===== src/hw/rtl/cpg_pkg.sv =====
// Shared package for the circle point generator.
// Holds field widths, request codes, decision constants and the batch record type.
// Depends on nothing.
package cpg_pkg;

    localparam int COORD_BITS = 10;   // default width of center and radius
    localparam int FIFO_DEPTH = 2;    // batch records held between front and back

    localparam int IN_W = 10;         // center and radius fields
    localparam int PT_W = 12;         // point coordinates, two's complement
    localparam int X_W  = 11;         // x offset, unsigned
    localparam int Y_W  = 12;         // y offset, two's complement
    localparam int D_W  = 16;         // decision variable, two's complement

    localparam logic REQ_START = 1'b0;
    localparam logic REQ_STEP  = 1'b1;

    localparam logic [D_W-1:0] D_INIT     = D_W'(3);
    localparam logic [D_W-1:0] D_INC_KEEP = D_W'(6);
    localparam logic [D_W-1:0] D_INC_DEC  = D_W'(10);

    // One batch of eight symmetric points, fully described.
    typedef struct packed {
        logic [IN_W-1:0]       cx;
        logic [IN_W-1:0]       cy;
        logic [X_W-1:0]        x;
        logic signed [Y_W-1:0] y;
        logic                  done;
    } batch_t;

endpackage


===== src/hw/rtl/circle_point_generator.sv =====
// Top level of the circle point generator (Bresenham circle rasterizer, eight-way symmetry).
// Connects the front end, the batch queue and the back end.
// Depends on cpg_pkg, cpg_front, cpg_fifo and cpg_back.

// A start item (req_type 0) loads the center and radius and yields the eight symmetric
// points of (0, radius); each step item (req_type 1) runs one midpoint iteration and
// yields the next eight points, and the batch in which x first passes y carries
// circle_done on its eighth point and ends the circle. A step item while no circle is
// in progress is accepted and yields nothing. Points come out in the order
// (cx+x,cy+y), (cx+y,cy+x), (cx+x,cy-y), (cx+y,cy-x), (cx-x,cy-y), (cx-y,cy-x),
// (cx-x,cy+y), (cx-y,cy+x), as 12-bit two's complement values. The front end updates
// the circle state in the cycle an item is accepted and places one batch record into a
// queue of FIFO_DEPTH entries; the back end expands each record into eight points, one
// per cycle while the consumer keeps popping, through an output register. The sustained
// rate of point-producing items is therefore set by the back end's one-point-per-cycle
// output. Items are taken on consecutive cycles until the queue fills (FIFO_DEPTH
// records plus the one being expanded), and when the block is otherwise idle the first
// point of an item passes through the queue, the record register and the output register.
module circle_point_generator #(
    parameter int COORD_BITS = cpg_pkg::COORD_BITS,
    parameter int FIFO_DEPTH = cpg_pkg::FIFO_DEPTH
) (
    input  logic                            clk,
    input  logic                            rst_n,
    input  logic                            push,
    output logic                            full,
    input  logic                            req_type,
    input  logic [cpg_pkg::IN_W-1:0]        center_x,
    input  logic [cpg_pkg::IN_W-1:0]        center_y,
    input  logic [cpg_pkg::IN_W-1:0]        radius,
    output logic                            empty,
    input  logic                            pop,
    output logic signed [cpg_pkg::PT_W-1:0] point_x,
    output logic signed [cpg_pkg::PT_W-1:0] point_y,
    output logic                            last_of_batch,
    output logic                            circle_done
);

    // Batch records flow from the front end through the queue to the back end.
    cpg_pkg::batch_t q_wdata;
    cpg_pkg::batch_t q_rdata;
    logic            q_push;
    logic            q_full;
    logic            q_pop;
    logic            q_empty;

    cpg_front #(
        .COORD_BITS (COORD_BITS)
    ) u_front (
        .clk      (clk),
        .rst_n    (rst_n),
        .push     (push),
        .full     (full),
        .req_type (req_type),
        .center_x (center_x),
        .center_y (center_y),
        .radius   (radius),
        .q_full   (q_full),
        .q_push   (q_push),
        .q_data   (q_wdata)
    );

    cpg_fifo #(
        .DEPTH (FIFO_DEPTH)
    ) u_fifo (
        .clk   (clk),
        .rst_n (rst_n),
        .push  (q_push),
        .din   (q_wdata),
        .full  (q_full),
        .pop   (q_pop),
        .dout  (q_rdata),
        .empty (q_empty)
    );

    cpg_back u_back (
        .clk           (clk),
        .rst_n         (rst_n),
        .q_empty       (q_empty),
        .q_data        (q_rdata),
        .q_pop         (q_pop),
        .empty         (empty),
        .pop           (pop),
        .point_x       (point_x),
        .point_y       (point_y),
        .last_of_batch (last_of_batch),
        .circle_done   (circle_done)
    );

`ifndef SYNTHESIS
    // The front end never pushes a record into a full queue.
    assert property (@(posedge clk) disable iff (!rst_n) q_push |-> !q_full)
        else $error("batch record pushed into a full queue");

    // The back end never takes a record from an empty queue.
    assert property (@(posedge clk) disable iff (!rst_n) q_pop |-> !q_empty)
        else $error("batch record popped from an empty queue");

    // The end of a circle is only flagged on the last point of a batch.
    assert property (@(posedge clk) disable iff (!rst_n)
        (!empty && circle_done) |-> last_of_batch)
        else $error("circle_done on a point that does not end its batch");

    // A start item is never pushed as the record marked final.
    assert property (@(posedge clk) disable iff (!rst_n)
        q_push |-> !(q_wdata.done && req_type == cpg_pkg::REQ_START))
        else $error("start item marked as the final batch");
`endif

endmodule


===== src/hw/rtl/cpg_front.sv =====
// Front end of the circle point generator: accepts items, loads a circle on a start and runs one iteration per step.
// Holds the circle state and pushes one batch record per item that yields points.
// Depends on cpg_pkg.
module cpg_front #(
    parameter int COORD_BITS = cpg_pkg::COORD_BITS
) (
    input  logic                       clk,
    input  logic                       rst_n,
    input  logic                       push,
    output logic                       full,
    input  logic                       req_type,
    input  logic [cpg_pkg::IN_W-1:0]   center_x,
    input  logic [cpg_pkg::IN_W-1:0]   center_y,
    input  logic [cpg_pkg::IN_W-1:0]   radius,
    input  logic                       q_full,
    output logic                       q_push,
    output cpg_pkg::batch_t            q_data
);

    localparam int IW = cpg_pkg::IN_W;
    localparam int XW = cpg_pkg::X_W;
    localparam int YW = cpg_pkg::Y_W;
    localparam int DW = cpg_pkg::D_W;
    localparam logic [IW-1:0] CMASK = IW'((1 << COORD_BITS) - 1);

    logic [IW-1:0] center_col_reg, center_col_next;
    logic [IW-1:0] center_row_reg, center_row_next;
    logic [XW-1:0] x_offset_reg, x_offset_next;
    logic [YW-1:0] y_offset_reg, y_offset_next;
    logic [DW-1:0] decision_reg, decision_next;
    logic          active_reg, active_next;

    logic          accept;
    logic          is_start;
    logic [IW-1:0] cx_in, cy_in, r_in;
    logic [YW-1:0] y_start;
    logic [DW-1:0] d_start;
    logic [DW-1:0] x_wide, y_wide;
    logic [XW-1:0] x_step;
    logic [YW-1:0] y_step;
    logic [DW-1:0] d_step;
    logic          done_step;

    assign full     = q_full;
    assign accept   = push && !q_full;
    assign is_start = (req_type == cpg_pkg::REQ_START);

    assign cx_in   = center_x & CMASK;
    assign cy_in   = center_y & CMASK;
    assign r_in    = radius & CMASK;
    assign y_start = {{(YW-IW){1'b0}}, r_in};
    assign d_start = cpg_pkg::D_INIT - {{(DW-IW-1){1'b0}}, r_in, 1'b0};

    assign x_wide = {{(DW-XW){1'b0}}, x_offset_reg};
    assign y_wide = {{(DW-YW){y_offset_reg[YW-1]}}, y_offset_reg};
    assign x_step = x_offset_reg + XW'(1);

    // One midpoint iteration; all arithmetic wraps at the state widths.
    always_comb
    begin
        if (decision_reg[DW-1])
        begin
            d_step = decision_reg + (x_wide << 2) + cpg_pkg::D_INC_KEEP;
            y_step = y_offset_reg;
        end
        else
        begin
            d_step = decision_reg + ((x_wide - y_wide) << 2) + cpg_pkg::D_INC_DEC;
            y_step = y_offset_reg - YW'(1);
        end
    end

    assign done_step = $signed({2'b00, x_step}) > $signed({y_step[YW-1], y_step});

    always_comb
    begin
        center_col_next = center_col_reg;
        center_row_next = center_row_reg;
        x_offset_next   = x_offset_reg;
        y_offset_next   = y_offset_reg;
        decision_next   = decision_reg;
        active_next     = active_reg;
        if (accept && is_start)
        begin
            center_col_next = cx_in;
            center_row_next = cy_in;
            x_offset_next   = '0;
            y_offset_next   = y_start;
            decision_next   = d_start;
            active_next     = 1'b1;
        end
        else if (accept && active_reg)
        begin
            x_offset_next = x_step;
            y_offset_next = y_step;
            decision_next = d_step;
            active_next   = !done_step;
        end
    end

    assign q_push = accept && (is_start || active_reg);

    always_comb
    begin
        if (is_start)
        begin
            q_data.cx   = cx_in;
            q_data.cy   = cy_in;
            q_data.x    = '0;
            q_data.y    = y_start;
            q_data.done = 1'b0;
        end
        else
        begin
            q_data.cx   = center_col_reg;
            q_data.cy   = center_row_reg;
            q_data.x    = x_step;
            q_data.y    = y_step;
            q_data.done = done_step;
        end
    end

    always_ff @(posedge clk or negedge rst_n)
    begin
        if (!rst_n)
        begin
            center_col_reg <= '0;
            center_row_reg <= '0;
            x_offset_reg   <= '0;
            y_offset_reg   <= '0;
            decision_reg   <= '0;
            active_reg     <= 1'b0;
        end
        else
        begin
            center_col_reg <= center_col_next;
            center_row_reg <= center_row_next;
            x_offset_reg   <= x_offset_next;
            y_offset_reg   <= y_offset_next;
            decision_reg   <= decision_next;
            active_reg     <= active_next;
        end
    end

endmodule


===== src/hw/rtl/cpg_fifo.sv =====
// Small queue of batch records between the front and back ends.
// Register array with read and write pointers and an occupancy count.
// Depends on cpg_pkg.
module cpg_fifo #(
    parameter int DEPTH = cpg_pkg::FIFO_DEPTH
) (
    input  logic            clk,
    input  logic            rst_n,
    input  logic            push,
    input  cpg_pkg::batch_t din,
    output logic            full,
    input  logic            pop,
    output cpg_pkg::batch_t dout,
    output logic            empty
);

    localparam int PW = $clog2(DEPTH);
    localparam int CW = $clog2(DEPTH + 1);

    cpg_pkg::batch_t entries_reg [DEPTH];
    logic [PW-1:0]   wr_ptr_reg, wr_ptr_next;
    logic [PW-1:0]   rd_ptr_reg, rd_ptr_next;
    logic [CW-1:0]   count_reg, count_next;
    logic            do_push, do_pop;

    assign full    = (count_reg == CW'(DEPTH));
    assign empty   = (count_reg == '0);
    assign do_push = push && !full;
    assign do_pop  = pop && !empty;
    assign dout    = entries_reg[rd_ptr_reg];

    always_comb
    begin
        wr_ptr_next = wr_ptr_reg;
        rd_ptr_next = rd_ptr_reg;
        count_next  = count_reg;
        if (do_push)
        begin
            wr_ptr_next = (wr_ptr_reg == PW'(DEPTH - 1)) ? '0 : wr_ptr_reg + PW'(1);
        end
        if (do_pop)
        begin
            rd_ptr_next = (rd_ptr_reg == PW'(DEPTH - 1)) ? '0 : rd_ptr_reg + PW'(1);
        end
        if (do_push && !do_pop)
        begin
            count_next = count_reg + CW'(1);
        end
        else if (do_pop && !do_push)
        begin
            count_next = count_reg - CW'(1);
        end
    end

    always_ff @(posedge clk)
    begin
        if (do_push)
        begin
            entries_reg[wr_ptr_reg] <= din;
        end
    end

    always_ff @(posedge clk or negedge rst_n)
    begin
        if (!rst_n)
        begin
            wr_ptr_reg <= '0;
            rd_ptr_reg <= '0;
            count_reg  <= '0;
        end
        else
        begin
            wr_ptr_reg <= wr_ptr_next;
            rd_ptr_reg <= rd_ptr_next;
            count_reg  <= count_next;
        end
    end

endmodule


===== src/hw/rtl/cpg_back.sv =====
// Back end of the circle point generator: expands one batch record into eight points.
// One point per cycle while the consumer keeps popping, into an output register that the consumer pops.
// Depends on cpg_pkg.
module cpg_back (
    input  logic                          clk,
    input  logic                          rst_n,
    input  logic                          q_empty,
    input  cpg_pkg::batch_t               q_data,
    output logic                          q_pop,
    output logic                          empty,
    input  logic                          pop,
    output logic signed [cpg_pkg::PT_W-1:0] point_x,
    output logic signed [cpg_pkg::PT_W-1:0] point_y,
    output logic                          last_of_batch,
    output logic                          circle_done
);

    localparam int PW = cpg_pkg::PT_W;
    localparam int IW = cpg_pkg::IN_W;
    localparam int XW = cpg_pkg::X_W;

    // Octant order within a batch.
    localparam logic [2:0] OCT_XP_YP = 3'd0;
    localparam logic [2:0] OCT_YP_XP = 3'd1;
    localparam logic [2:0] OCT_XP_YN = 3'd2;
    localparam logic [2:0] OCT_YP_XN = 3'd3;
    localparam logic [2:0] OCT_XN_YN = 3'd4;
    localparam logic [2:0] OCT_YN_XN = 3'd5;
    localparam logic [2:0] OCT_XN_YP = 3'd6;
    localparam logic [2:0] OCT_YN_XP = 3'd7;

    cpg_pkg::batch_t desc_reg;
    logic            busy_reg, busy_next;
    logic [2:0]      idx_reg, idx_next;
    logic            out_valid_reg, out_valid_next;
    logic [PW-1:0]   px_reg, py_reg;
    logic            last_reg, done_reg;

    logic            advance;
    logic            at_last;
    logic [PW-1:0]   cx, cy, xo, yo;
    logic [PW-1:0]   px_calc, py_calc;

    assign advance = busy_reg && (!out_valid_reg || pop);
    assign at_last = (idx_reg == OCT_YN_XP);
    assign q_pop   = (!busy_reg || (advance && at_last)) && !q_empty;

    assign cx = {{(PW-IW){1'b0}}, desc_reg.cx};
    assign cy = {{(PW-IW){1'b0}}, desc_reg.cy};
    assign xo = {{(PW-XW){1'b0}}, desc_reg.x};
    assign yo = desc_reg.y;

    always_comb
    begin
        case (idx_reg)
            OCT_XP_YP: begin px_calc = cx + xo; py_calc = cy + yo; end
            OCT_YP_XP: begin px_calc = cx + yo; py_calc = cy + xo; end
            OCT_XP_YN: begin px_calc = cx + xo; py_calc = cy - yo; end
            OCT_YP_XN: begin px_calc = cx + yo; py_calc = cy - xo; end
            OCT_XN_YN: begin px_calc = cx - xo; py_calc = cy - yo; end
            OCT_YN_XN: begin px_calc = cx - yo; py_calc = cy - xo; end
            OCT_XN_YP: begin px_calc = cx - xo; py_calc = cy + yo; end
            OCT_YN_XP: begin px_calc = cx - yo; py_calc = cy + xo; end
            default:   begin px_calc = cx;      py_calc = cy;      end
        endcase
    end

    always_comb
    begin
        busy_next = busy_reg;
        idx_next  = idx_reg;
        if (q_pop)
        begin
            busy_next = 1'b1;
            idx_next  = OCT_XP_YP;
        end
        else if (advance && at_last)
        begin
            busy_next = 1'b0;
        end
        else if (advance)
        begin
            idx_next = idx_reg + 3'd1;
        end

        out_valid_next = out_valid_reg;
        if (advance)
        begin
            out_valid_next = 1'b1;
        end
        else if (pop)
        begin
            out_valid_next = 1'b0;
        end
    end

    always_ff @(posedge clk or negedge rst_n)
    begin
        if (!rst_n)
        begin
            busy_reg      <= 1'b0;
            idx_reg       <= OCT_XP_YP;
            out_valid_reg <= 1'b0;
        end
        else
        begin
            busy_reg      <= busy_next;
            idx_reg       <= idx_next;
            out_valid_reg <= out_valid_next;
        end
    end

    always_ff @(posedge clk)
    begin
        if (q_pop)
        begin
            desc_reg <= q_data;
        end
        if (advance)
        begin
            px_reg   <= px_calc;
            py_reg   <= py_calc;
            last_reg <= at_last;
            done_reg <= at_last && desc_reg.done;
        end
    end

    assign empty         = !out_valid_reg;
    assign point_x       = px_reg;
    assign point_y       = py_reg;
    assign last_of_batch = last_reg;
    assign circle_done   = done_reg;

endmodule


===== config.mk =====
export PLATFORM = sky130hd
export DESIGN_NAME = circle_point_generator
export DESIGN_NICKNAME = d
export VERILOG_FILES = /design/src/hw/rtl/cpg_pkg.sv /design/src/hw/rtl/circle_point_generator.sv /design/src/hw/rtl/cpg_front.sv /design/src/hw/rtl/cpg_fifo.sv /design/src/hw/rtl/cpg_back.sv
export SDC_FILE = /design/constraint.sdc
export NUM_CORES = 1
export LEC_CHECK = 0
export BUFFER_PORTS_ARGS = -buffer_cell sky130_fd_sc_hd__clkbuf_2
export CORE_MARGIN = 4
export CORE_UTILIZATION = 40
export DETAILED_ROUTE_END_ITERATION = 8
export GPL_ROUTABILITY_DRIVEN = 0
export REMOVE_ABC_BUFFERS = 1
export SYNTH_ARGS = -nofsm -noshare
export SYNTH_HDL_FRONTEND = slang
export SYNTH_SLANG_ARGS = --single-unit

===== constraint.sdc =====
create_clock -name clk -period 5.8 [get_ports clk]
set_input_delay 0.58 -clock clk [delete_from_list [all_inputs] [get_ports clk]]
set_output_delay 0.58 -clock clk [all_outputs]
set_load 0.05 [all_outputs]

== Yosys cells after proc, flatten, opt, wreduce, memory -nomap -nowiden ==
Memory sizes are Yosys's and may differ from the RTL's. A register that Yosys moved wholly into a read port is not among the register bits.
Cells that the tools add are included.
Operators by class
  $add $sub $neg: 21
  multiply operators: 0
  divide/modulo/power cells: 0
  order comparisons: 1
  eq/ne operators: 9
  shift operators: 0
  multiplexer cells: 26
  bitwise logic cells: 1
  reductions and logical operators: 38
Operators with widths (count)
  one-hot mux 12 bit (4 select lines): 2
  2-to-1 mux 16 bit: 3
  2-to-1 mux 44 bit: 1
  2-to-1 mux 12 bit: 3
  adder 10 x 11 -> 12 bit: 2
  adder 10 x 12 -> 12 bit: 2
  subtractor 10 x 11 -> 12 bit: 2
  subtractor 10 x 12 -> 12 bit: 2
  2-to-1 mux 11 bit: 2
  adder 16 x 13 -> 16 bit: 1
  adder 16 bit: 1
  adder 16 x 3 -> 16 bit, second input constant: 1
  adder 16 x 4 -> 16 bit, second input constant: 1
  OR reduction 2 bit: 8
  subtractor 12 x 12 -> 13 bit: 1
  == test 3 bit, second input constant: 4
  greater-than comparator 12 bit: 1
  logical AND 1 bit: 12
  subtractor 12 x 1 -> 12 bit, second input constant: 1
  subtractor 2 x 11 -> 12 bit, first input constant: 1
  adder 11 x 1 -> 11 bit, second input constant: 1
  2-to-1 mux 1 bit: 10
  nonzero test 2 bit: 5
  2-to-1 mux 3 bit: 3
  other kinds (15): 26
Storage, ports and cells
  flip-flop bits (word level): 95
  latch bits: 0
  bits in writable memories: 88
  ROM bits: 0
  input bits: 35
  word-level logic and storage cells: 113
  memories: 1
Memories
  u_fifo.entries_reg: depth 2, bits a word 44, rd ports 1, clocked after memory_dff 1, wr ports 1, line cpg_fifo.sv:20  | cpg_pkg::batch_t entries_reg [DEPTH];

== Logic depth before layout (Yosys ltp) ==
Gate-level depths: netlist of the first run.
  word-level depth: 10
  gate-level depth with buffers: 19
  gate-level depth less buffers: 19

== Modules after synthesis ==
Synthesis of the first run repeated with hierarchy kept, for this count alone.
Unflattened totals
  cells, all modules: 1251
  area total of the unflattened synthesis: 13838.3 µm²
By module, submodules not included
  cpg_front: instances 1, cells each 685, area each 5709.2 µm², sequential area each 1476.4 µm²
  cpg_back: instances 1, cells each 410, area each 4556.9 µm², sequential area each 2227.1 µm²
  cpg_fifo: instances 1, cells each 156, area each 3572.2 µm², sequential area each 2742.6 µm²

== Worst setup path after synthesis of the first run ==
No wires, ideal clock.
  path kind: reg2reg
  from: register u_back.idx_reg[0]
  to: register u_fifo.count_reg[1]
  data arrival time: 4.201 ns
  setup slack: 1.520 ns
  stages on the path, launching flop included: 10
  path buffers: 0
  clock period less this slack: 4.280 ns
  cells stage by stage: dfrtp_1 ha_1 ha_1 nand2_1 a21oi_1 inv_1 ha_1 xor2_1 nor2_1 xor2_1
Between the ends
  cells in the longest elaborated chain, start to end: 8
Ends and longest elaborated chain
  start, declared: line cpg_back.sv:34  | logic [2:0] idx_reg, idx_next;
  start signal, assigned: line cpg_back.sv:108  | idx_reg <= idx_next;
  == test 3 bit (*): line cpg_back.sv:45  | assign at_last = (idx_reg == OCT_YN_XP);
  via u_back.at_last: line cpg_back.sv:40  | logic at_last;
  logical AND 1 bit (*): line cpg_back.sv:46  | assign q_pop = (!busy_reg || (advance && at_last)) && !q_empty;
  logical OR 1 bit (*): line cpg_back.sv:46
  logical AND 1 bit (*): line cpg_back.sv:46
  via q_pop: line circle_point_generator.sv:44  | logic q_pop;
  logical AND 1 bit (*): line cpg_fifo.sv:29  | assign do_pop = pop && !empty;
  logical NOT 1 bit: line cpg_fifo.sv:45  | if (do_push && !do_pop)
  logical AND 1 bit: line cpg_fifo.sv:45
  2-to-1 mux 2 bit or nonzero test 2 bit (tied branches)
  end signal, assigned: line cpg_fifo.sv:75  | count_reg <= count_next;
  end, declared: line cpg_fifo.sv:23  | logic [CW-1:0] count_reg, count_next;
The timed path passes the listed nets; every way through them passes the cells marked *.
A chain may end at the register's enable or synchronous reset.

== Worst setup path in the final report of the first run ==
  from: register u_front.x_offset_reg[0]
  to: register u_front.decision_reg[14]
Between the ends
  cells in the longest elaborated chain, start to end: 6
Ends and longest elaborated chain
  start, declared: line cpg_front.sv:28  | logic [XW-1:0] x_offset_reg, x_offset_next;
  start signal, assigned: line cpg_front.sv:138  | x_offset_reg <= x_offset_next;
  subtractor 12 x 12 -> 13 bit: line cpg_front.sv:68  | d_step = decision_reg + ((x_wide - y_wide) << 2) + cpg_pkg::D_INC_DEC;
  adder 16 bit: line cpg_front.sv:68
  adder 16 x 4 -> 16 bit: line cpg_front.sv:68
  2-to-1 mux 16 bit (*): line cpg_front.sv:61  | if (decision_reg[DW-1])
  2-to-1 mux 16 bit (*): line cpg_front.sv:92  | else if (accept && active_reg)
  2-to-1 mux 16 bit (*): line cpg_front.sv:83  | if (accept && is_start)
  end signal, assigned: line cpg_front.sv:140  | decision_reg <= decision_next;
  end, declared: line cpg_front.sv:30  | logic [DW-1:0] decision_reg, decision_next;
Mark *: on every way between the ends. The rest lies on a longest branch, timed or not. The select of a mux whose other input is x is not followed.

==> results of run 1 <==
==> layout by cell type (no fill, tap or decap), drive strengths merged, types with 20 or more instances in the layout <==
cell | Yosys | final
mux2 | 68 | 68
nor3 | 33 | 33
a21o | 20 | 20
xor2 | 32 | 32
xnor2 | 50 | 50
dfrtp | 68 | 68
o22ai | 22 | 22
nor2 | 97 | 97
edfxtp | 158 | 158
clkbuf | 39 | 95
nand3 | 29 | 29
a21oi | 80 | 80
inv | 65 | 67
o21ai | 79 | 79
ha | 103 | 103
nand2 | 142 | 142
==> layer usage <==
layer  part of all wire [%]  global-route usage [%]  vias up
met5                      0                       0        -
met4                    3.2                    5.99        0
met3                    4.1                    2.45       72
met2                     47                    30.9      231
met1                     45                    24.1     4818
li1                       -                       -     4781
==> layout make-up <==
type / instances / area [sq um] / share of cell area, %
Clock buffer: 34 / 669 / 4.47
Timing Repair Buffer: 72 / 388 / 2.59
Clock inverter: 12 / 76.3 / 0.509
Tap cell: 442 / 553 / 3.69
Sequential cell: 226 / 6450 / 43.0
Multi-Input combinational cell: 940 / 6610 / 44.1
Inverter: 65 / 244 / 1.63
==> synthesized netlist by cell type, types with 6 or more instances <==
| cell | number |
|---|---|
| nor3_1 | 32 |
| or3_1 | 9 |
| o22ai_1 | 22 |
| inv_1 | 65 |
| xnor2_1 | 50 |
| a21o_1 | 18 |
| clkbuf_1 | 37 |
| and2_1 | 7 |
| a21oi_1 | 80 |
| nor2_1 | 96 |
| dfrtp_1 | 68 |
| a211oi_1 | 18 |
| edfxtp_1 | 158 |
| nand3_1 | 29 |
| xor2_1 | 32 |
| mux2i_1 | 13 |
| o211ai_1 | 6 |
| a22oi_1 | 6 |
| mux2_2 | 68 |
| nor4_1 | 6 |
| and3_1 | 8 |
| nand2_1 | 142 |
| o21a_1 | 13 |
| o21ai_0 | 78 |
| ha_1 | 103 |
| nor2b_1 | 16 |
| nand2b_1 | 7 |
| nand4_1 | 9 |
==> final timing paths <==
path                                           start                        end  slack [ps]  cells after the start
setup / recovery             u_front.x_offset_reg[0]   u_front.decision_reg[14]        1440                     19
hold / removal                                 rst_n  u_front.center_row_reg[3]         240                      1
setup reg to reg             u_front.x_offset_reg[0]   u_front.decision_reg[14]        1440                     19
hold reg to reg            u_front.center_row_reg[9]  u_front.center_row_reg[9]         470                      2
max in group asynchronous                      rst_n          u_fifo.rd_ptr_reg        4870                      1
min in group clk                         center_x[6]  u_front.center_col_reg[6]         260                      3
==> power groups by stage <==
| stage | registers [W] | logic (W) | clock network (W) |
|---|---|---|---|
| floorplan | 0.00316 | 0.00374 | 0 |
| global placement | 0.00290 | 0.00528 | 0 |
| detailed placement | 0.00293 | 0.00535 | 0 |
| CTS | 0.00290 | 0.00538 | 0.00151 |
| global route | 0.00296 | 0.00597 | 0.00158 |
| finish | 0.00289 | 0.00538 | 0.00147 |
==> stage by stage <==
stage / hold WS, ps / instance area, sq um / total power (W)
finish: 235 / 15000 / 0.00974
global route: 260 / 15000 / 0.0105
CTS: 231 / 15000 / 0.00979
detailed placement: 458 / 14200 / 0.00828
global placement: 451 / 14200 / 0.00818
floorplan: 284 / 13300 / 0.00690
==> cell families (layout without fill, tap and decap cells) <==
family | Yosys count | in the layout | share of synthesized area [%]
XOR/XNOR | 83 | 83 | 5.51
flip-flops | 226 | 226 | 48.0
AO/OA/AOI/OAI | 289 | 289 | 13.5
multiplexers | 81 | 81 | 6.67
AND/OR/NAND/NOR | 379 | 379 | 13.0
adder cells (fa/ha/maj) | 108 | 108 | 10.3
buffers and inverters | 107 | 183 | 3.01
==> critical path: stages, from the launching register on <==
cell,delay (ps)
dfrtp_1,430
inv_1,170
ha_1,220
fa_1,220
inv_1,50
a21o_1,170
a211oi_1,400
a21oi_1,270
a21o_1,230
a21oi_1,170
xnor2_1,140
ha_1,250
ha_1,380
nand4_1,130
nor2_1,50
a2111oi_0,350
o31a_1,210
mux2i_1,80
a221o_1,320
nand2_1,60
==> results.sh, run 1 <==
export IMPL_status="finished, final reports clean"
export IMPL_pwr_share_seq_pct=29.7
export IMPL_critPathRequiredTime_ps=6260
export IMPL_grt_ovfl_total=0
export IMPL_grt_pass1_wl_um=52900
export IMPL_clock_power_share_pct=15.1
export IMPL_p_int_w=0.00547
export IMPL_clk_path_buf_depth=3
export IMPL_wl_per_cell_um=18.8
export IMPL_worstMarginPinSlew_ps=1140
export IMPL_yosysTopAreaCellShare_pct=35.3
export IMPL_ctsRootBufferMaster="clkbuf_16"
export IMPL_initial_core_util_pct=40.9
export IMPL_syn_avg_cell_area_sq_um=10.6
export IMPL_ys_top_cells_by_area="edfxtp_1, dfrtp_1, ha_1"
export IMPL_die_x_um=191
export IMPL_route_detailed_drc=0
export IMPL_coreArea_sq_um=32900
export IMPL_rsz0062_at_grt="false"
export IMPL_netlist_area_sq_um=13400
export IMPL_wirelength_um=33700
export IMPL_cts_hold_buf=0
export IMPL_hold_violations=0
export IMPL_fin_crit_ps=4360
export IMPL_fin_crit_sh_pct=75.2
export IMPL_nFillCells=3180
export IMPL_drive_above_1_share_pct=14.5
export IMPL_power_density_nw_per_um2=650
export IMPL_largest_reg_flops=88
export IMPL_fin_cells=1791
export IMPL_slew_viol_final=0
export IMPL_htree_levels=1
export IMPL_via_per_inst=5.53
export IMPL_power_switching_w=0.00427
export IMPL_ant_nets=0
export IMPL_ctsResizeCount=0
export IMPL_fin_skew_ps=18.9
export IMPL_synth_flop_cell="edfxtp_1"
export IMPL_seq_area_frac_synth_pct=48.0
export IMPL_utilization_pct=45.6
export IMPL_cts_setup_buffers=0
export IMPL_yosysTopAreaCell="edfxtp_1"
export IMPL_crit_path_end_kind="flop"
export IMPL_dp_slack_ps=1450
export IMPL_cp_arrival_ps=4820
export IMPL_hp_class="in -> async"
export IMPL_antenna_found_initial=0
export IMPL_port_buffers=62
export IMPL_start_kind="flop"
export IMPL_worstSkewPairLatency_ps=530
export IMPL_async_reset_ff_share_pct=30.1
export IMPL_synth_cells=1273
export IMPL_die_area_sq_um=36600
export IMPL_setup_slack_ps=1440
export IMPL_fp_dieH_um=191
export IMPL_cts_tree="done"
export IMPL_max_slew_margin_pct=24.1
export IMPL_p_sw_share_pct=43.9
export IMPL_io_pins=63
export IMPL_synth_seq_cells=226
export IMPL_crit_fanout=7
export IMPL_synth_edf_count=158
export IMPL_num_rows=66
export IMPL_num_nets_final=1473
export IMPL_ir_drop_mv=0.459
export IMPL_track_usage_pct=18.2
export IMPL_dp_final_hpwl_um=23500
export IMPL_firstDrtPassIters=6
export IMPL_criticalPathCategory="reg -> reg"
export IMPL_fmax_mhz=229
export IMPL_dp_cells=1745
export IMPL_pwr_share_comb_pct=55.2
export IMPL_cts_clk_slew_worst_paths_ps=60
export IMPL_grt_max_degree=69
export IMPL_synth_cell_types=64
export IMPL_area_delta_synth_final_pct=11.6
export IMPL_synth_warnings=0
export IMPL_cts_buffers=25
export IMPL_diodes=0
export IMPL_setup_viol=0
export IMPL_drt_iter0_markers=574
export IMPL_via_count=9902
export IMPL_setup_tns_ps=0
export IMPL_cts_sinks=226
export IMPL_grt_pass1_vias=9739
export IMPL_cap_violations=0
export IMPL_p_leak_nw=6.17
No activity file was read; power rests on OpenSTA's default activity.
==> run 2: changes to the inputs <==
Clock period 5.8 ns to 4.41 ns, I/O delays scaled along.
==> run 2 against run 1 <==
Compared with the run above:
- design area up 1.1%
- fmax up 5.1%
- clock power rose by 35%
- utilization grew 0.48 points
- global-route usage grew 0.11 points
- combinational power is 34% higher
- non-clock buffer count rose by 12
- sequential share of layout area shrank 0.44 points
- die area did not move
- critical path type unchanged
- highest routed layer unchanged
- first-iteration DRC count is 24% higher
- clock skew decreased by 5.3 ps
==> results.sh, run 2 (synthesis gave the netlist of run 1 again) <==
export IMPL_status="finished, final reports clean"
export IMPL_worstSkewPairLatency_ps=520
export IMPL_diodes=0
export IMPL_via_per_inst=5.49
export IMPL_crit_fanout=7
export IMPL_ctsRootBufferMaster="clkbuf_16"
export IMPL_fmax_mhz=241
export IMPL_start_kind="flop"
export IMPL_wl_per_cell_um=18.7
export IMPL_nFillCells=3108
export IMPL_fin_crit_ps=4150
export IMPL_cp_slowest_cell="dfrtp_2"
export IMPL_final_common_cell="edfxtp_1"
export IMPL_cts_sinks=226
export IMPL_hold_slack_ps=94.9
export IMPL_largest_reg_flops=88
export IMPL_dp_final_hpwl_um=24000
export IMPL_seqCellArea_sq_um=6450
export IMPL_die_area_sq_um=36600
export IMPL_criticalPathCategory="reg -> reg"
export IMPL_p_leak_nw=6.24
export IMPL_grt_pass1_vias=9714
export IMPL_dp_slack_ps=120
export IMPL_grt_max_degree=69
export IMPL_die_x_um=191
export IMPL_via_count=9896
export IMPL_grt_ovfl_total=0
export IMPL_firstDrtPassIters=5
export IMPL_crit_chain="inv_2, ha_1, fa_1, inv_1, a21o_1, a211oi_2, buf_4, a21oi_1, a21o_1, a21oi_1, xnor2_1, ha_1, ha_1, nand4_1, nor2_1, a2111oi_1, o31a_1, mux2i_1, a221o_1, nand2_1"
export IMPL_multi_input_area_sq_um=6630
export IMPL_wirelength_um=33700
export IMPL_num_nets_final=1485
export IMPL_hp_class="in -> async"
export IMPL_slew_viol_final=0
export IMPL_ant_nets=0
export IMPL_worstMarginPinSlew_ps=1160
export IMPL_layout_common_cells="edfxtp_1, nand2_1, ha_1, nor2_1, a21oi_1"
export IMPL_setup_viol=0
export IMPL_antenna_found_initial=0
export IMPL_clk_path_buf_depth=3
export IMPL_cts_buffers=25
export IMPL_critPathRequiredTime_ps=4870
export IMPL_initial_core_util_pct=40.9
export IMPL_htree_levels=1
export IMPL_fin_skew_ps=13.5
export IMPL_fp_dieH_um=191
export IMPL_ir_drop_mv=0.453
export IMPL_num_rows=66
export IMPL_crit_buf_inv=3
export IMPL_cp_arrival_ps=4610
export IMPL_cap_violations=0
export IMPL_track_usage_pct=18.3
export IMPL_cts_tree="done"
export IMPL_reg2reg_slack_ps=260
export IMPL_drt_iter0_markers=714
export IMPL_grt_pass1_wl_um=53600
export IMPL_max_slew_margin_pct=22.8
export IMPL_rsz0062_at_grt="false"
export IMPL_fin_crit_sh_pct=94.1
export IMPL_path_common_cell="ha_1"
export IMPL_drive_above_1_share_pct=15.7
export IMPL_area_delta_synth_final_pct=12.8
export IMPL_io_pins=63
export IMPL_cts_clk_slew_worst_paths_ps=70
export IMPL_crit_path_end_kind="flop"
export IMPL_port_buffers=62
export IMPL_route_detailed_drc=0
export IMPL_cpPeakStageDelay_ps=460
export IMPL_cts_hold_buf=0
export IMPL_setup_slack_ps=261
export IMPL_r2r_start="u_front.x_offset_reg[0]"
export IMPL_hold_violations=0
export IMPL_critical_path_top_delay_family="compound AO/OA/AOI/OAI gates"
export IMPL_crit_start="u_front.x_offset_reg[0]"
export IMPL_setup_tns_ps=0
export IMPL_power_density_nw_per_um2=858
export IMPL_coreArea_sq_um=32900
-- run 2: per-layer routing --
| layer | track usage [%] | vias up | wire (um) |
|---|---|---|---|
| met3 | 2.14 | 41 | 1400 |
| li1 | - | 4811 | - |
| met4 | 3.34 | 0 | 615 |
| met2 | 31.9 | 247 | 16500 |
| met1 | 24.8 | 4797 | 15100 |
| met5 | 0 | - | 0 |
-- run 2: worst reg2reg max path, delay by kind of cell, from the launching register on --
family	cells	cell delay [ps]
adders and majority gates	4	1040
AOI/OAI and AO/OA	8	1770
and+or+nand+nor	3	270
muxes	1	80
xor gates and xnor gates	1	140
DFF	1	460
buffers and inverters	3	330
-- run 2: stage by stage --
stage               power, W  util, %  cell area (sq um)  std cells
finish                0.0130     46.1              15100       1802
global route          0.0140     46.1              15100       1802
CTS                   0.0130     46.0              15100       1802
detailed placement    0.0110     43.7              14300       1757
global placement      0.0108     43.7              14300       1757
floorplan            0.00907        -              13300       1231
-- run 2: what timing repair did --
| action | in CTS | in global routing |
|---|---|---|
| setup buffers | 0 | 0 |
| gates resized for setup | 0 | 6 |
| endpoints found under the setup margin | 0 | 2 |
-- run 2: path summary, 6_finish.rpt --
check / end / depth (start not counted)
max: u_front.decision_reg[14] / 20
min: u_front.x_offset_reg[10] / 1
max reg2reg: u_front.decision_reg[14] / 20
min reg2reg: u_front.center_row_reg[6] / 2
max in group asynchronous: u_front.x_offset_reg[0] / 1
min in group clk: u_front.center_row_reg[3] / 3
-- run 2: cell type report --
type | instances | share of cell area [%]
clock inverters | 15 | 0.809
flip-flops and latches | 226 | 42.6
well taps | 442 | 3.65
repair buffers | 84 | 3.24
inverters | 65 | 1.61
multi-input cells | 940 | 43.7
clock buffers | 30 | 4.39
-- run 2: where the power goes --
part	leakage [nW]	internal (W)	switching, W
logic	3.56	0.00290	0.00429
clock network	0.378	0.00114	0.000852
registers	2.30	0.00332	0.000490
total	6.24	0.00736	0.00563
==> run 3: changes to the inputs <==
Settings changed: RECOVER_POWER set to 100.
==> run 3 against run 2 <==
Compared with the run above:
- sequential power about the same
- global-route usage unchanged
- design area decreased by 0.63%
- utilization decreased by 0.29 points
- the run now ends with capacitance limit, slew limit left
- hold slack improved by 30 ps
- worst setup slack got worse by 29 ps
- critical endpoint unchanged
- largest power group unchanged
- clock power about the same
==> results.sh, run 3 (synthesis gave the netlist of run 1 again) <==
export IMPL_status="complete, but fails checks"
export IMPL_failed_checks="capacitance limit, slew limit"
export IMPL_track_usage_pct=18.3
export IMPL_cts_sinks=226
export IMPL_critical_path_top_delay_family="compound AO/OA/AOI/OAI gates"
export IMPL_cts_clk_slew_worst_paths_ps=60
export IMPL_largest_reg_flops=88
export IMPL_hold_violations=0
export IMPL_firstDrtPassIters=5
export IMPL_via_count=9930
export IMPL_slew_viol_final=191
export IMPL_nFillCells=3128
export IMPL_ant_nets=0
export IMPL_seqCellArea_sq_um=6450
export IMPL_top_usage_layer="met2"
export IMPL_fmax_mhz=239
export IMPL_num_nets_final=1485
export IMPL_hp_class="in -> reg"
export IMPL_worstSkewPairLatency_ps=520
export IMPL_fin_crit_sh_pct=94.8
export IMPL_fin_crit_ps=4180
export IMPL_initial_core_util_pct=40.9
export IMPL_p_sw_share_pct=43.5
export IMPL_grt_max_degree=69
export IMPL_via_per_inst=5.51
export IMPL_cts_setup_buffers=0
export IMPL_clock_power_share_pct=15.4
export IMPL_multi_input_area_sq_um=6590
export IMPL_crit_path_end_kind="flop"
export IMPL_port_buffers=62
export IMPL_crit_chain="inv_2, ha_1, fa_1, inv_1, a21o_1, a211oi_2, clkbuf_4, a21oi_1, a21o_1, a21oi_1, xnor2_1, ha_1, ha_1, nand4_1, nor2_1, a2111oi_1, o31a_1, mux2i_1, a221o_1, nand2_1"
export IMPL_max_slew_margin_pct=-39.1
export IMPL_ctsRootBufferMaster="clkbuf_16"
export IMPL_wirelength_um=33600
export IMPL_grt_use_met2_pct=31.9
export IMPL_io_pins=63
export IMPL_drt_iter0_markers=691
export IMPL_setup_tns_ps=0
export IMPL_wl_per_cell_um=18.7
export IMPL_cts_hold_buf=0
export IMPL_power_density_nw_per_um2=858
export IMPL_grt_pass1_vias=9714
export IMPL_cp_slowest_cell="dfrtp_2"
export IMPL_rsz0062_at_grt="false"
export IMPL_p_int_w=0.00730
export IMPL_cp_arrival_ps=4640
export IMPL_final_common_cell="edfxtp_1"
export IMPL_globalRouteMet1Util_pct=24.8
export IMPL_diodes=0
export IMPL_num_rows=66
export IMPL_crit_buf_inv=3
export IMPL_start_kind="flop"
export IMPL_setup_viol=0
export IMPL_fin_skew_ps=13.9
export IMPL_fin_cells=1802
export IMPL_layout_common_cells="edfxtp_1, nand2_1, ha_1, nor2_1, a21oi_1"
export IMPL_path_common_cell="ha_1"
export IMPL_cts_tree="done"
export IMPL_worstMarginPinSlew_ps=2090
export IMPL_clk_path_buf_depth=3
export IMPL_antenna_found_initial=0
export IMPL_dp_final_hpwl_um=24000
export IMPL_reg2reg_slack_ps=230
export IMPL_coreArea_sq_um=32900
export IMPL_crit_fanout=7
export IMPL_critPathRequiredTime_ps=4870
export IMPL_hold_slack_ps=125
export IMPL_criticalPathCategory="reg -> reg"
export IMPL_grt_ovfl_total=0
export IMPL_htree_levels=1
export IMPL_dp_cells=1757
export IMPL_ir_drop_mv=0.452
export IMPL_die_x_um=191
export IMPL_p_total_w=0.0129
export IMPL_area_delta_synth_final_pct=12.1
export IMPL_die_area_sq_um=36600
export IMPL_cap_violations=5
export IMPL_grtUsageMet3_pct=2.14
export IMPL_drive_above_1_share_pct=11.4
export IMPL_route_detailed_drc=0
export IMPL_fp_dieH_um=191
export IMPL_power_switching_w=0.00561
export IMPL_cpPeakStageDelay_ps=460
export IMPL_p_leak_nw=6.13
export IMPL_grt_pass1_wl_um=53600
export IMPL_pwr_share_comb_pct=55.1
export IMPL_cts_buffers=25
export IMPL_pwr_share_seq_pct=29.6
run 3: cell types whose count changed in the layout (fill, tap and decap cells not counted), sizes merged:
| cell | change |
|---|---|
| clkbuf | +9 |
| buf | -9 |
run 3: area by class of cell:
cell class | count | share of cell area (%)
inverters | 65 | 1.62
clock inverters | 15 | 0.814
flip-flops and latches | 226 | 42.8
well taps | 442 | 3.67
clock buffers | 30 | 4.41
multi-input cells | 940 | 43.8
repair buffers | 84 | 2.85
run 3: path summary, 6_finish.rpt:
check,startpoint,end,cells past startpoint
setup / recovery,u_front.x_offset_reg[0],u_front.decision_reg[14],20
hold / removal,center_y[3],u_front.center_row_reg[3],3
setup reg to reg,u_front.x_offset_reg[0],u_front.decision_reg[14],20
hold reg to reg,u_front.center_row_reg[6],u_front.center_row_reg[6],2
max in group asynchronous,rst_n,u_front.x_offset_reg[0],1
min in group asynchronous,rst_n,u_front.x_offset_reg[10],1
run 3: metal layers:
layer / vias up / share of wire [%]
met4: 0 / 1.9
met3: 45 / 4.6
met5: - / 0
met1: 4816 / 44
li1: 4811 / -
met2: 258 / 49
run 3: power groups by stage:
stage / Sequential (W) / Combinational, W / Clock, W
after CTS: 0.00381 / 0.00717 / 0.00204
after detailed placement: 0.00385 / 0.00713 / 0
final: 0.00382 / 0.00711 / 0.00198
after global routing: 0.00390 / 0.00793 / 0.00213
after global placement: 0.00382 / 0.00702 / 0
after floorplan: 0.00415 / 0.00492 / 0
run 3: repair_timing:
action	in CTS	in global routing
setup endpoints to repair	0	2
resized for setup	0	6
endpoints found under the hold margin	0	0
run 3: worst reg2reg max path: cells and delay by family (launching register included):
| family | cells | cell delay [ps] |
|---|---|---|
| buffers and inverters | 3 | 360 |
| XOR/XNOR | 1 | 150 |
| AND/OR/NAND/NOR | 3 | 280 |
| AO/OA/AOI/OAI | 8 | 1760 |
| multiplexers | 1 | 80 |
| adder cells (fa/ha/maj) | 4 | 1040 |
| flip-flops | 1 | 460 |
run 3: through the flow:
| stage | instance area (sq um) | setup slack (ps) | utilization (%) |
|---|---|---|---|
| floorplan | 13300 | 130 | - |
| global placement | 14300 | 275 | 43.7 |
| detailed placement | 14300 | 120 | 43.7 |
| CTS | 15100 | 106 | 46.0 |
| global route | 15100 | 39.9 | 45.8 |
| finish | 15100 | 231 | 45.8 |
